===== config.mk =====
export PLATFORM = sky130hd
export DESIGN_NAME = double_to_block_scaled_int
export DESIGN_NICKNAME = d
export VERILOG_FILES = /design/src/rtl/core/dtbsi_pkg.sv /design/src/rtl/core/dtbsi_shift.sv /design/src/rtl/core/double_to_block_scaled_int.sv
export SDC_FILE = /design/constraint.sdc
export NUM_CORES = 1
export LEC_CHECK = 0
export ABC_AREA = 1
export ABC_CLOCK_PERIOD_IN_PS = 3600
export BUFFER_PORTS_ARGS = -buffer_cell sky130_fd_sc_hd__clkbuf_2
export CAP_MARGIN = 20
export CORE_MARGIN = 2
export CORE_UTILIZATION = 53
export CTS_CLUSTER_SIZE = 12
export DETAILED_ROUTE_END_ITERATION = 16
export PLACE_DENSITY = 0.75
export SYNTH_ARGS = -nofsm -noshare
export SYNTH_HDL_FRONTEND = slang
export SYNTH_HIERARCHICAL = 1
export SYNTH_SLANG_ARGS = --single-unit

===== constraint.sdc =====
create_clock -name clock -period 3.6 [get_ports clock]
set_input_delay 0.36 -clock clock [delete_from_list [all_inputs] [get_ports clock]]
set_output_delay 0.36 -clock clock [all_outputs]
set_load 0.02 [all_outputs]

===== src/rtl/core/dtbsi_pkg.sv =====
package dtbsi_pkg;

   localparam int OUT_WIDTH_DEFAULT = 32;
   localparam int EXP_WIDTH = 11;
   localparam int FRAC_WIDTH = 52;
   localparam int MANT_WIDTH = 53;
   localparam int FBITS_WIDTH = 5;
   localparam int SHIFT_WIDTH = 14;   // signed shift amount k

   localparam logic [EXP_WIDTH-1:0] EXP_SPECIAL = 11'h7FF;
   localparam logic [EXP_WIDTH-1:0] REF_EXP_RESET = 11'd1023;
   localparam logic [FBITS_WIDTH-1:0] FBITS_RESET = 5'd15;

   localparam logic CSR_REF_EXP = 1'b0;
   localparam logic CSR_FBITS = 1'b1;

   // classification from stage 1
   typedef enum logic [1:0] {
      CLS_ZERO,
      CLS_NAN,
      CLS_SAT,
      CLS_NUM
   } cls_type;

endpackage


===== src/rtl/core/dtbsi_shift.sv =====
// Stage 2: right-shift/left-shift of the mantissa into a 64-bit magnitude,
// overflow detect. Registered output.
module dtbsi_shift (
   input  logic                                  clock,
   input  logic                                  reset,
   input  logic                                  in_valid,
   input  dtbsi_pkg::cls_type                    in_cls,
   input  logic                                  in_neg,
   input  logic                                  in_last,
   input  logic [dtbsi_pkg::MANT_WIDTH-1:0]      in_mant,
   input  logic signed [dtbsi_pkg::SHIFT_WIDTH-1:0] in_k,
   output logic                                  out_valid,
   output dtbsi_pkg::cls_type                    out_cls,
   output logic                                  out_neg,
   output logic                                  out_last,
   output logic [63:0]                           out_mag
);
   logic                      valid_ff;
   dtbsi_pkg::cls_type        cls_ff, cls_in;
   logic                      neg_ff, last_ff;
   logic [63:0]               mag_ff, mag_in;
   logic [63:0]               mant_ext;

   assign mant_ext = {{(64-dtbsi_pkg::MANT_WIDTH){1'b0}}, in_mant};

   always_comb begin
      cls_in = in_cls;
      mag_in = '0;
      if (in_cls == dtbsi_pkg::CLS_NUM) begin
         if (in_k >= 0) begin
            // k >= 32 is classed as saturation without a check of the mantissa
            if (in_k >= 14'sd32) begin
               cls_in = dtbsi_pkg::CLS_SAT;
            end else begin
               // mant < 2^53 and k <= 31: fits in 84 bits; check high part
               if ((mant_ext >> (6'd32 - 6'(in_k))) != 64'd0) begin
                  cls_in = dtbsi_pkg::CLS_SAT;
               end else begin
                  mag_in = mant_ext << in_k[4:0];
               end
            end
         end else if (in_k <= -14'sd64) begin
            mag_in = '0;
         end else begin
            mag_in = mant_ext >> 6'(-in_k);
         end
      end
   end

   always_ff @(posedge clock) begin
      if (reset) begin
         valid_ff <= 1'b0;
      end else begin
         valid_ff <= in_valid;
      end
      cls_ff  <= cls_in;
      neg_ff  <= in_neg;
      last_ff <= in_last;
      mag_ff  <= mag_in;
   end

   assign out_valid = valid_ff;
   assign out_cls   = cls_ff;
   assign out_neg   = neg_ff;
   assign out_last  = last_ff;
   assign out_mag   = mag_ff;
endmodule


===== src/rtl/core/double_to_block_scaled_int.sv =====
// double_to_block_scaled_int
// Converts one IEEE-754 double word per cycle into a signed integer equal to
// the sample times 2^m, truncated toward zero, m = fraction_bits -
// (reference_exponent_field - 1022) - 1.
// Input channel: req_start with req_sample_bits/req_last_in; a word is taken
// at each edge with req_start high and req_busy low. req_busy is always low:
// the pipeline never stalls.
// Result channel: rsp_valid strobes one cycle with rsp_fixed_value,
// rsp_range_flag, rsp_last_out. The receiver cannot stall.
// Pipeline: decode, shift and saturate stages, each registered; a word taken
// at an edge is strobed once it has passed the saturate stage register.
// Throughput: one word per cycle, every stage takes a new word each cycle.
// Saturation outside the signed OUT_WIDTH range and NaN raise range_flag;
// NaN gives zero. Values are sign-extended to 32 bits.
// Configuration: csr_valid/csr_ready write channel, csr_ready always high;
// index 0 = reference exponent field, 1 = fraction bits. Write only idle.
// Reset (synchronous): pipeline emptied, registers to 1023 and 15.
module double_to_block_scaled_int #(
   parameter int OUT_WIDTH = dtbsi_pkg::OUT_WIDTH_DEFAULT
) (
   input  logic               clock,
   input  logic               reset,
   input  logic               req_start,
   output logic               req_busy,
   input  logic [63:0]        req_sample_bits,
   input  logic               req_last_in,
   output logic               rsp_valid,
   output logic signed [31:0] rsp_fixed_value,
   output logic               rsp_range_flag,
   output logic               rsp_last_out,
   input  logic               csr_valid,
   output logic               csr_ready,
   input  logic [0:0]         csr_index,
   input  logic [31:0]        csr_data
);
   localparam logic [63:0] LIM = 64'd1 << (OUT_WIDTH - 1);

   logic [dtbsi_pkg::EXP_WIDTH-1:0]   ref_exp_ff;
   logic [dtbsi_pkg::FBITS_WIDTH-1:0] fbits_ff;

   assign req_busy  = 1'b0;
   assign csr_ready = 1'b1;

   always_ff @(posedge clock) begin
      if (reset) begin
         ref_exp_ff <= dtbsi_pkg::REF_EXP_RESET;
         fbits_ff   <= dtbsi_pkg::FBITS_RESET;
      end else if (csr_valid) begin
         case (csr_index)
            dtbsi_pkg::CSR_REF_EXP: ref_exp_ff <= csr_data[dtbsi_pkg::EXP_WIDTH-1:0];
            dtbsi_pkg::CSR_FBITS:   fbits_ff <= csr_data[dtbsi_pkg::FBITS_WIDTH-1:0];
            default: ;
         endcase
      end
   end

   // stage 1: decode and compute k = e - 1075 + m
   logic [dtbsi_pkg::EXP_WIDTH-1:0]  expf;
   logic [dtbsi_pkg::FRAC_WIDTH-1:0] frac;
   logic signed [dtbsi_pkg::SHIFT_WIDTH-1:0] k_in, m_val;
   dtbsi_pkg::cls_type cls_in;
   logic [dtbsi_pkg::MANT_WIDTH-1:0] mant_in;

   assign expf = req_sample_bits[62:52];
   assign frac = req_sample_bits[51:0];
   assign m_val = $signed({9'd0, fbits_ff}) - $signed({3'd0, ref_exp_ff}) + 14'sd1021;

   always_comb begin
      mant_in = {(expf != '0), frac};
      k_in = $signed({3'd0, (expf == '0) ? 11'd1 : expf}) - 14'sd1075 + m_val;
      if (expf == dtbsi_pkg::EXP_SPECIAL) begin
         cls_in = (frac != '0) ? dtbsi_pkg::CLS_NAN : dtbsi_pkg::CLS_SAT;
      end else if (mant_in == '0) begin
         cls_in = dtbsi_pkg::CLS_ZERO;
      end else begin
         cls_in = dtbsi_pkg::CLS_NUM;
      end
   end

   logic v1_ff, neg1_ff, last1_ff;
   dtbsi_pkg::cls_type cls1_ff;
   logic [dtbsi_pkg::MANT_WIDTH-1:0] mant1_ff;
   logic signed [dtbsi_pkg::SHIFT_WIDTH-1:0] k1_ff;

   always_ff @(posedge clock) begin
      if (reset) begin
         v1_ff <= 1'b0;
      end else begin
         v1_ff <= req_start;
      end
      neg1_ff  <= req_sample_bits[63];
      last1_ff <= req_last_in;
      cls1_ff  <= cls_in;
      mant1_ff <= mant_in;
      k1_ff    <= k_in;
   end

   // stage 2: shift
   logic v2, neg2, last2;
   dtbsi_pkg::cls_type cls2;
   logic [63:0] mag2;

   dtbsi_shift u_shift (
      .clock(clock), .reset(reset),
      .in_valid(v1_ff), .in_cls(cls1_ff), .in_neg(neg1_ff), .in_last(last1_ff),
      .in_mant(mant1_ff), .in_k(k1_ff),
      .out_valid(v2), .out_cls(cls2), .out_neg(neg2), .out_last(last2),
      .out_mag(mag2)
   );

   // stage 3: saturate, negate
   logic [63:0] maxmag, mag_sel, val64;
   logic        flag_in, neg_sel;
   always_comb begin
      maxmag  = neg2 ? LIM : LIM - 64'd1;
      neg_sel = neg2;
      flag_in = 1'b0;
      mag_sel = mag2;
      case (cls2)
         dtbsi_pkg::CLS_ZERO: begin
            mag_sel = '0;
            neg_sel = 1'b0;
         end
         dtbsi_pkg::CLS_NAN: begin
            mag_sel = '0;
            neg_sel = 1'b0;
            flag_in = 1'b1;
         end
         dtbsi_pkg::CLS_SAT: begin
            mag_sel = maxmag;
            flag_in = 1'b1;
         end
         default: begin
            if (mag2 > maxmag) begin
               mag_sel = maxmag;
               flag_in = 1'b1;
            end
         end
      endcase
      val64 = neg_sel ? (64'd0 - mag_sel) : mag_sel;
   end

   logic v3_ff, flag3_ff, last3_ff;
   logic [31:0] val3_ff;
   always_ff @(posedge clock) begin
      if (reset) begin
         v3_ff <= 1'b0;
      end else begin
         v3_ff <= v2;
      end
      flag3_ff <= flag_in;
      last3_ff <= last2;
      val3_ff  <= val64[31:0];
   end

   assign rsp_valid       = v3_ff;
   assign rsp_fixed_value = $signed(val3_ff);
   assign rsp_range_flag  = flag3_ff;
   assign rsp_last_out    = last3_ff;
endmodule


Yosys cells after proc, flatten, opt, wreduce, memory -nomap -nowiden
Index checks and enable logic that the tools add are counted.
{ "totals": {"reg_bits": 192, "inputBits": 102, "out_inout_bits": 37, "word_cells": 65} }
{ "classes": {"add_sub_neg": 7, "order_cmp": 4, "eq_ne": 4, "shifts": 3, "muxes": 19, "bitwise": 1, "n_reduce_logical": 10} }
{ "ops": {"columns": ["operator", "n"], "rows": [
  ["64-bit two-way mux", 4],
  ["53-bit by 6-bit right shift with 64-bit output", 2],
  ["32-bit two-way mux", 3],
  ["64-bit by 32-bit greater-than comparator with 1-bit output", 1],
  ["32-bit one-hot mux with 2 select lines", 1],
  ["64-bit nonzero test", 1],
  ["53-bit by 5-bit << shifter with 64-bit output", 1],
  ["53-bit logical NOT", 1],
  ["52-bit nonzero test", 1],
  ["1-bit by 32-bit subtractor with 32-bit output, first input constant", 1],
  ["12-bit by 13-bit adder with 14-bit output", 1],
  ["14-bit by 1-bit >= comparator with 1-bit output, second input constant", 1],
  ["14-bit by 7-bit >= comparator with 1-bit output, second input constant", 1],
  ["14-bit by 7-bit less-or-equal comparator with 1-bit output, second input constant", 1],
  ["2-bit two-way mux", 7],
  ["12-bit by 11-bit adder with 13-bit output, second input constant", 1],
  ["11-bit by 11-bit subtractor with 12-bit output, second input constant", 1],
  ["5-bit by 11-bit subtractor with 12-bit output", 1],
  ["11-bit == test, second input constant", 1],
  ["11-bit logical NOT", 1],
  ["11-bit two-way mux", 1],
  ["11-bit nonzero test", 1],
  ["6-bit negator", 1],
  ["6-bit subtractor, first input constant", 1],
  ["other kinds (8)", 12]
]} }

Logic depth before layout (Yosys ltp)
{ "logic_depth": {"ltp_word": 7, "ltp_mapped": 29, "depth_no_buf": 28} }

Cells and area by module
The synthesis kept the hierarchy.
{ "by_module_without_submodules": {"columns": ["mod", "instances", "cells_per_inst", "area_per_inst_um2", "seq_area_each_um2"], "rows": [
  ["dtbsi_shift", 1, 1630, 8445.6, 1381.3],
  ["double_to_block_scaled_int", 1, 958, 6911.6, 2462.4]
]} }

Least setup slack after synthesis
No wires, ideal clock.
{ "synth_timing": {"path_type": "register -> register", "start": "reg u_shift.neg_ff, in the netlist u_shift/out_neg", "end": "reg val3_ff[26], in the netlist rsp_fixed_value[26]", "setup_time_ps": 112, "t_arrival_ps": 3370, "t_required_ps": 3488, "setup_slack_ps": 118, "stages_incl_launch_ff": 24, "path_buffers": 1, "synth_period_minus_slack_ps": 3482, "cell_sequence": "dfxtp_1 > inv_1 > ha_1 > nand2_1 > inv_1 > nand4_1 > nor2_1 > nand2_1 > nand2_2 > nand3_2 > buf_6 > nand3_1 > nand2_1 > inv_1 > ha_1 > nand2_1 > nor2_2 > nand2_2 > nor2_1 > nand2_1 > nand2_1 > nand2_1 > nand2_1 > nand2_1"} }
{ "synth_via": {"elab_chain_cells": 6, "word_cells_on_any_way": 7, "cone_classes": "1 x add/sub; 1 x order compare; 5 x mux"} }
{ "synth_lines": {"columns": ["element", "line", "rtl"], "rows": [
  ["start: declaration", "dtbsi_shift.sv:20", "logic neg_ff, last_ff;"],
  ["start signal: assignment", "dtbsi_shift.sv:57", "neg_ff <= in_neg;"],
  ["32-bit two-way mux", "double_to_block_scaled_int.sv:115", "maxmag = neg2 ? LIM : LIM - 64'd1;"],
  ["64-bit by 32-bit greater-than comparator with 1-bit output", "double_to_block_scaled_int.sv:134", "if (mag2 > maxmag) begin"],
  ["32-bit two-way mux", "double_to_block_scaled_int.sv:134", null],
  ["32-bit one-hot mux with 2 select lines", "double_to_block_scaled_int.sv:119", "case (cls2)"],
  ["1-bit by 32-bit subtractor with 32-bit output", "double_to_block_scaled_int.sv:140", "val64 = neg_sel ? (64'd0 - mag_sel) : mag_sel;"],
  ["32-bit two-way mux (*)", "double_to_block_scaled_int.sv:140", null],
  ["via val64[26]", "double_to_block_scaled_int.sv:112", "logic [63:0] maxmag, mag_sel, val64;"],
  ["end signal: assignment", "double_to_block_scaled_int.sv:153", "val3_ff <= val64[31:0];"],
  ["end: declaration", "double_to_block_scaled_int.sv:144", "logic [31:0] val3_ff;"]
]} }
The timed path passes the listed nets; every way through them passes the cells marked *.
A chain may end at the register's enable or synchronous reset.

Worst setup path in the final report
{ "layout_timing": {"start": "reg fbits_ff[0] in the netlist's numbering", "end": "reg k1_ff[13] in the netlist's numbering"} }
{ "layout_via": {"elab_chain_cells": 3} }
{ "layout_lines": {"columns": ["element", "line", "rtl"], "rows": [
  ["start: declaration", "double_to_block_scaled_int.sv:39", "logic [dtbsi_pkg::FBITS_WIDTH-1:0] fbits_ff;"],
  ["start signal: assignment", "double_to_block_scaled_int.sv:47", "fbits_ff <= dtbsi_pkg::FBITS_RESET;"],
  ["start signal: assignment", "double_to_block_scaled_int.sv:51", "dtbsi_pkg::CSR_FBITS: fbits_ff <= csr_data[dtbsi_pkg::FBITS_WIDTH-1:0];"],
  ["5-bit by 11-bit subtractor with 12-bit output", "double_to_block_scaled_int.sv:66", "assign m_val = $signed({9'd0, fbits_ff}) - $signed({3'd0, ref_exp_ff}) + 14'sd1021;"],
  ["12-bit by 11-bit adder with 13-bit output", "double_to_block_scaled_int.sv:66", null],
  ["12-bit by 13-bit adder with 14-bit output", "double_to_block_scaled_int.sv:70", "k_in = $signed({3'd0, (expf == '0) ? 11'd1 : expf}) - 14'sd1075 + m_val;"],
  ["via k_in, one bit", "double_to_block_scaled_int.sv:60", "logic signed [dtbsi_pkg::SHIFT_WIDTH-1:0] k_in, m_val;"],
  ["end signal: assignment", "double_to_block_scaled_int.sv:95", "k1_ff <= k_in;"],
  ["end: declaration", "double_to_block_scaled_int.sv:83", "logic signed [dtbsi_pkg::SHIFT_WIDTH-1:0] k1_ff;"]
]} }
The timed path passes the listed nets, and every way through them passes these cells.

==> results.toml <==
[sta]
max_freq_mhz = 289
report.final.slew_viol_count = 0
fin_crit_ns = 3.46
final-setup-viol-count = 0
rsz0062_at_grt = "yes"
slew_headroom = 0.306
worst_slew_pin_slew_ns = 1.04
final.period_utilization = 0.962
fin_setup_tns_ns = 0
finalClockSkew_ns = 0.0230
hold_viol = 0

[clock_network]
cts.sinks = 192
htree_levels = 4
clk_latency_ns = 0.47
clk_pin_slew_ns = 0.10
clockBufferDepth = 2
cts-root-buf = "clkbuf_16"
tritoncts.num_buffers = 17
cts_tree = "done"

[grt]
grt_antenna_before_repair = 2
grt.overflow.total = 0
grt_usage = 0.349
grt_pass1_vias = 15700
grt_max_degree = 101
grt_first_pass_wirelength_mm = 83.9

[setup_path]
reg2regPathDepth = 22
crit_fanout = 4
worst-setup-path-type = "flop to flop"
cp.arrival_ns = 3.86
cp-end-kind = "flop"
rrSetupSlack_ns = 0.14
worstSetupStartpointType = "flop"
r2r_end = "k1_ff[13]"
required_ns = 3.99
r2r-start = "fbits_ff[0]"

[flow_run]
maxCapViolations = 0

[floorplanning]
die_w_um = 174
rows = 62
die-area_mm2 = 0.0304
die_h_um = 174
fp.coreArea_mm2 = 0.0286
ios = 139
start_util = 0.536

[logic_synthesis]
synth.distinct_cells = 46
synth_fa_ha_area_frac = 0.0588
synthArstFlopShare = 0
synth-compound-area-share = 0.106
synth-edff-count = 0
yosys_warnings = 6
synth_ff_type = "dfxtp_1"
syn_area_per_cell_um2 = 5.93
synth_mux_area_frac = 0.0124
synthCells = 2588
syn_area_mm2 = 0.0154
ys_ff_latch = 192
synth-simple-area-share = 0.450
synth_top_family_by_area = "simple AND/OR/NAND/NOR gates"
synth_xor_area_frac = 0.0239
synth-seq-area-share = 0.250

[layout]
area_delta_synth_final_pct = 12.2
diodes = 0
stdcell_count = 3058
drive_gt1_frac = 0.116
nNetsFinal = 2834

[drt]
via_per_inst = 5.77
drcViolationCount = 0
num_vias = 17600
ant_nets = 0
wirelength_mm = 54.0
highest_layer = "met4"
wl_met2_mm = 22.8
drt-met1-wl_mm = 24.5
wl_met3_mm = 5.40
drt_iter0_drc = 2108
post_drt_wl_per_cell_um = 17.7
drtPass1Iterations = 7

[place]
post-place-cells = 3020
hpwl_mm = 42.4
place_congestion = 1.05
io_buffers = 115

[pwr]
power.density_mw_per_mm2 = 850
vdd_ir_drop_max_v = 0.000617
leakagePower_nw = 8.58

[hold_path]
hold_depth = 1
min-delay-start = "req_sample_bits[18]"
hold_path_end = "mant1_ff[18]"
hold_class = "input port to flop"

[status]
status = "finished, final reports clean"
[flip-flops by register name, indices dropped and copies added (netlist names)]
| register | count |
|---|---|
| fbits_ff | 5 |
| mant1_ff | 53 |
| rsp_range_flag | 1 |
| ref_exp_ff | 11 |
| u_shift/out_cls | 2 |
| u_shift/out_neg | 1 |
| rsp_fixed_value | 32 |
| last1_ff | 1 |
| cls1_ff | 2 |
| neg1_ff | 1 |
| u_shift/out_mag | 64 |
| u_shift/out_valid | 1 |
| rsp_last_out | 1 |
| u_shift/out_last | 1 |
| rsp_valid | 1 |
| v1_ff | 1 |
| k1_ff | 14 |
[critical path, stage by stage (launching register included)]
cell,delay [ns]
dfxtp_1,0.30
inv_1,0.06
ha_1,0.16
inv_2,0.05
fa_2,0.39
nand3_1,0.10
nand2_1,0.06
nand2_1,0.10
a21oi_2,0.09
nor3b_4,0.16
xor2_1,0.17
ha_1,0.30
inv_1,0.10
ha_4,0.22
a21oi_1,0.15
o21ai_0,0.09
a21oi_1,0.17
inv_1,0.07
a21oi_1,0.16
nor2_1,0.07
nor2_2,0.17
o2111ai_2,0.14
o21ai_0,0.10
[layout make-up]
class,count,area [um^2]
fillers,2900,11400
well taps,384,480
flip-flops and latches,192,3850
inverters,202,758
repair buffers,195,1320
clock buffers,17,425
multi-input cells,2053,10200
clock inverters,15,196
[cells in the mapped netlist (6+ instances only)]
cell type | count | share of area
a21oi_1 | 114 | 0.037
a31oi_1 | 7 | 0.0029
buf_1 | 20 | 0.0049
buf_2 | 38 | 0.012
buf_4 | 17 | 0.0083
buf_6 | 10 | 0.0073
clkbuf_1 | 67 | 0.016
dfxtp_1 | 192 | 0.25
ha_1 | 69 | 0.056
inv_1 | 192 | 0.047
inv_2 | 8 | 0.0020
mux2i_1 | 19 | 0.012
nand2_1 | 833 | 0.20
nand2_2 | 6 | 0.0024
nand3_1 | 444 | 0.14
nand3_2 | 11 | 0.0072
nand4_1 | 20 | 0.0081
nor2_1 | 224 | 0.055
nor2_2 | 14 | 0.0057
nor3_1 | 11 | 0.0036
nor4_1 | 14 | 0.0057
o211ai_1 | 10 | 0.0049
o21ai_0 | 125 | 0.041
o22ai_1 | 34 | 0.014
or2_2 | 13 | 0.0053
xnor2_1 | 13 | 0.0074
xor2_1 | 27 | 0.015
[how the worst max path moves through the flow]
| stage | start | slack (ns) | to |
|---|---|---|---|
| final | fbits_ff[0] | 0.14 | k1_ff[13] |
| after CTS | ref_exp_ff[2] | 0.01 | k1_ff[12] |
| after global placement | req_sample_bits[54] | 0.02 | k1_ff[12] |
| after global routing | fbits_ff[0] | -0.10 | k1_ff[13] |
| after detailed placement | req_sample_bits[58] | -0.19 | k1_ff[13] |
| after floorplan | u_shift/out_neg | 0.12 | rsp_fixed_value[26] |
[placed cells by master (no fill, tap or decap), types with 4 or more instances in the layout]
cell type / netlist / final
nand2_1: 833 / 832
nand3_1: 444 / 443
nor2_1: 224 / 220
inv_1: 192 / 190
dfxtp_1: 192 / 190
o21ai_0: 125 / 123
clkbuf_2: 0 / 115
a21oi_1: 114 / 108
ha_1: 69 / 66
buf_4: 17 / 66
o22ai_1: 34 / 34
xor2_1: 27 / 26
nand4_1: 20 / 20
mux2i_1: 19 / 19
clkbuf_16: 0 / 18
nor2_2: 14 / 17
nor4_1: 14 / 14
or2_2: 13 / 13
xnor2_1: 13 / 13
conb_1: 3 / 13
nand3_2: 11 / 12
inv_2: 8 / 10
nor3_1: 11 / 10
o211ai_1: 10 / 10
buf_12: 0 / 9
nand2_2: 6 / 7
a31oi_1: 7 / 7
a21oi_2: 0 / 6
nand3b_1: 5 / 5
clkinv_8: 0 / 5
o21ai_1: 3 / 4
nor2_4: 3 / 4
inv_6: 0 / 4
[per-stage QoR]
step	cell area [um^2]	total power, mW	setup WS, ns	util	hold WS [ns]
after floorplan	15400	9.32	0.118	-	0.310
after global placement	16400	12.1	0.0180	0.573	0.310
after detailed placement	16400	12.2	-0.187	0.573	0.312
after CTS	17000	14.2	0.0108	0.595	0.00175
after global routing	17200	15.6	-0.103	0.602	0.00335
final	17200	14.7	0.137	0.602	0.0175
[kinds of logic (layout without fill, tap and decap cells)]
family	after synthesis	after routing
buffers and inverters	354	429
adder cells (fa/ha/maj)	71	71
XOR/XNOR	41	41
multiplexers	19	19
flip-flops	192	192
AO/OA/AOI/OAI	303	303
AND/OR/NAND/NOR	1605	1606
other	3	13
[layer usage]
metal | vias to the layer above | global-route usage
met5 | - | 0
met4 | 0 | 0.0973
met3 | 87 | 0.0709
met2 | 884 | 0.523
met1 | 8070 | 0.506
li1 | 8603 | -
[power by group]
group	leakage, nW	total, mW	internal [mW]	switching [mW]
Sequential	1.60	2.55	2.39	0.159
Combinational	6.68	10.1	2.91	7.17
Clock	0.302	2.03	0.963	1.07
[timing repair]
action / in CTS / in global routing
endpoints found under the hold margin: 2 / 1
pin swaps: 0 / 5
cloned: 0 / 2
setup buffers: 0 / 1
hold buffers: 2 / 1
setup endpoints to repair: 2 / 29
resized for setup: 3 / 29
Power figures use the tool's default switching activity.
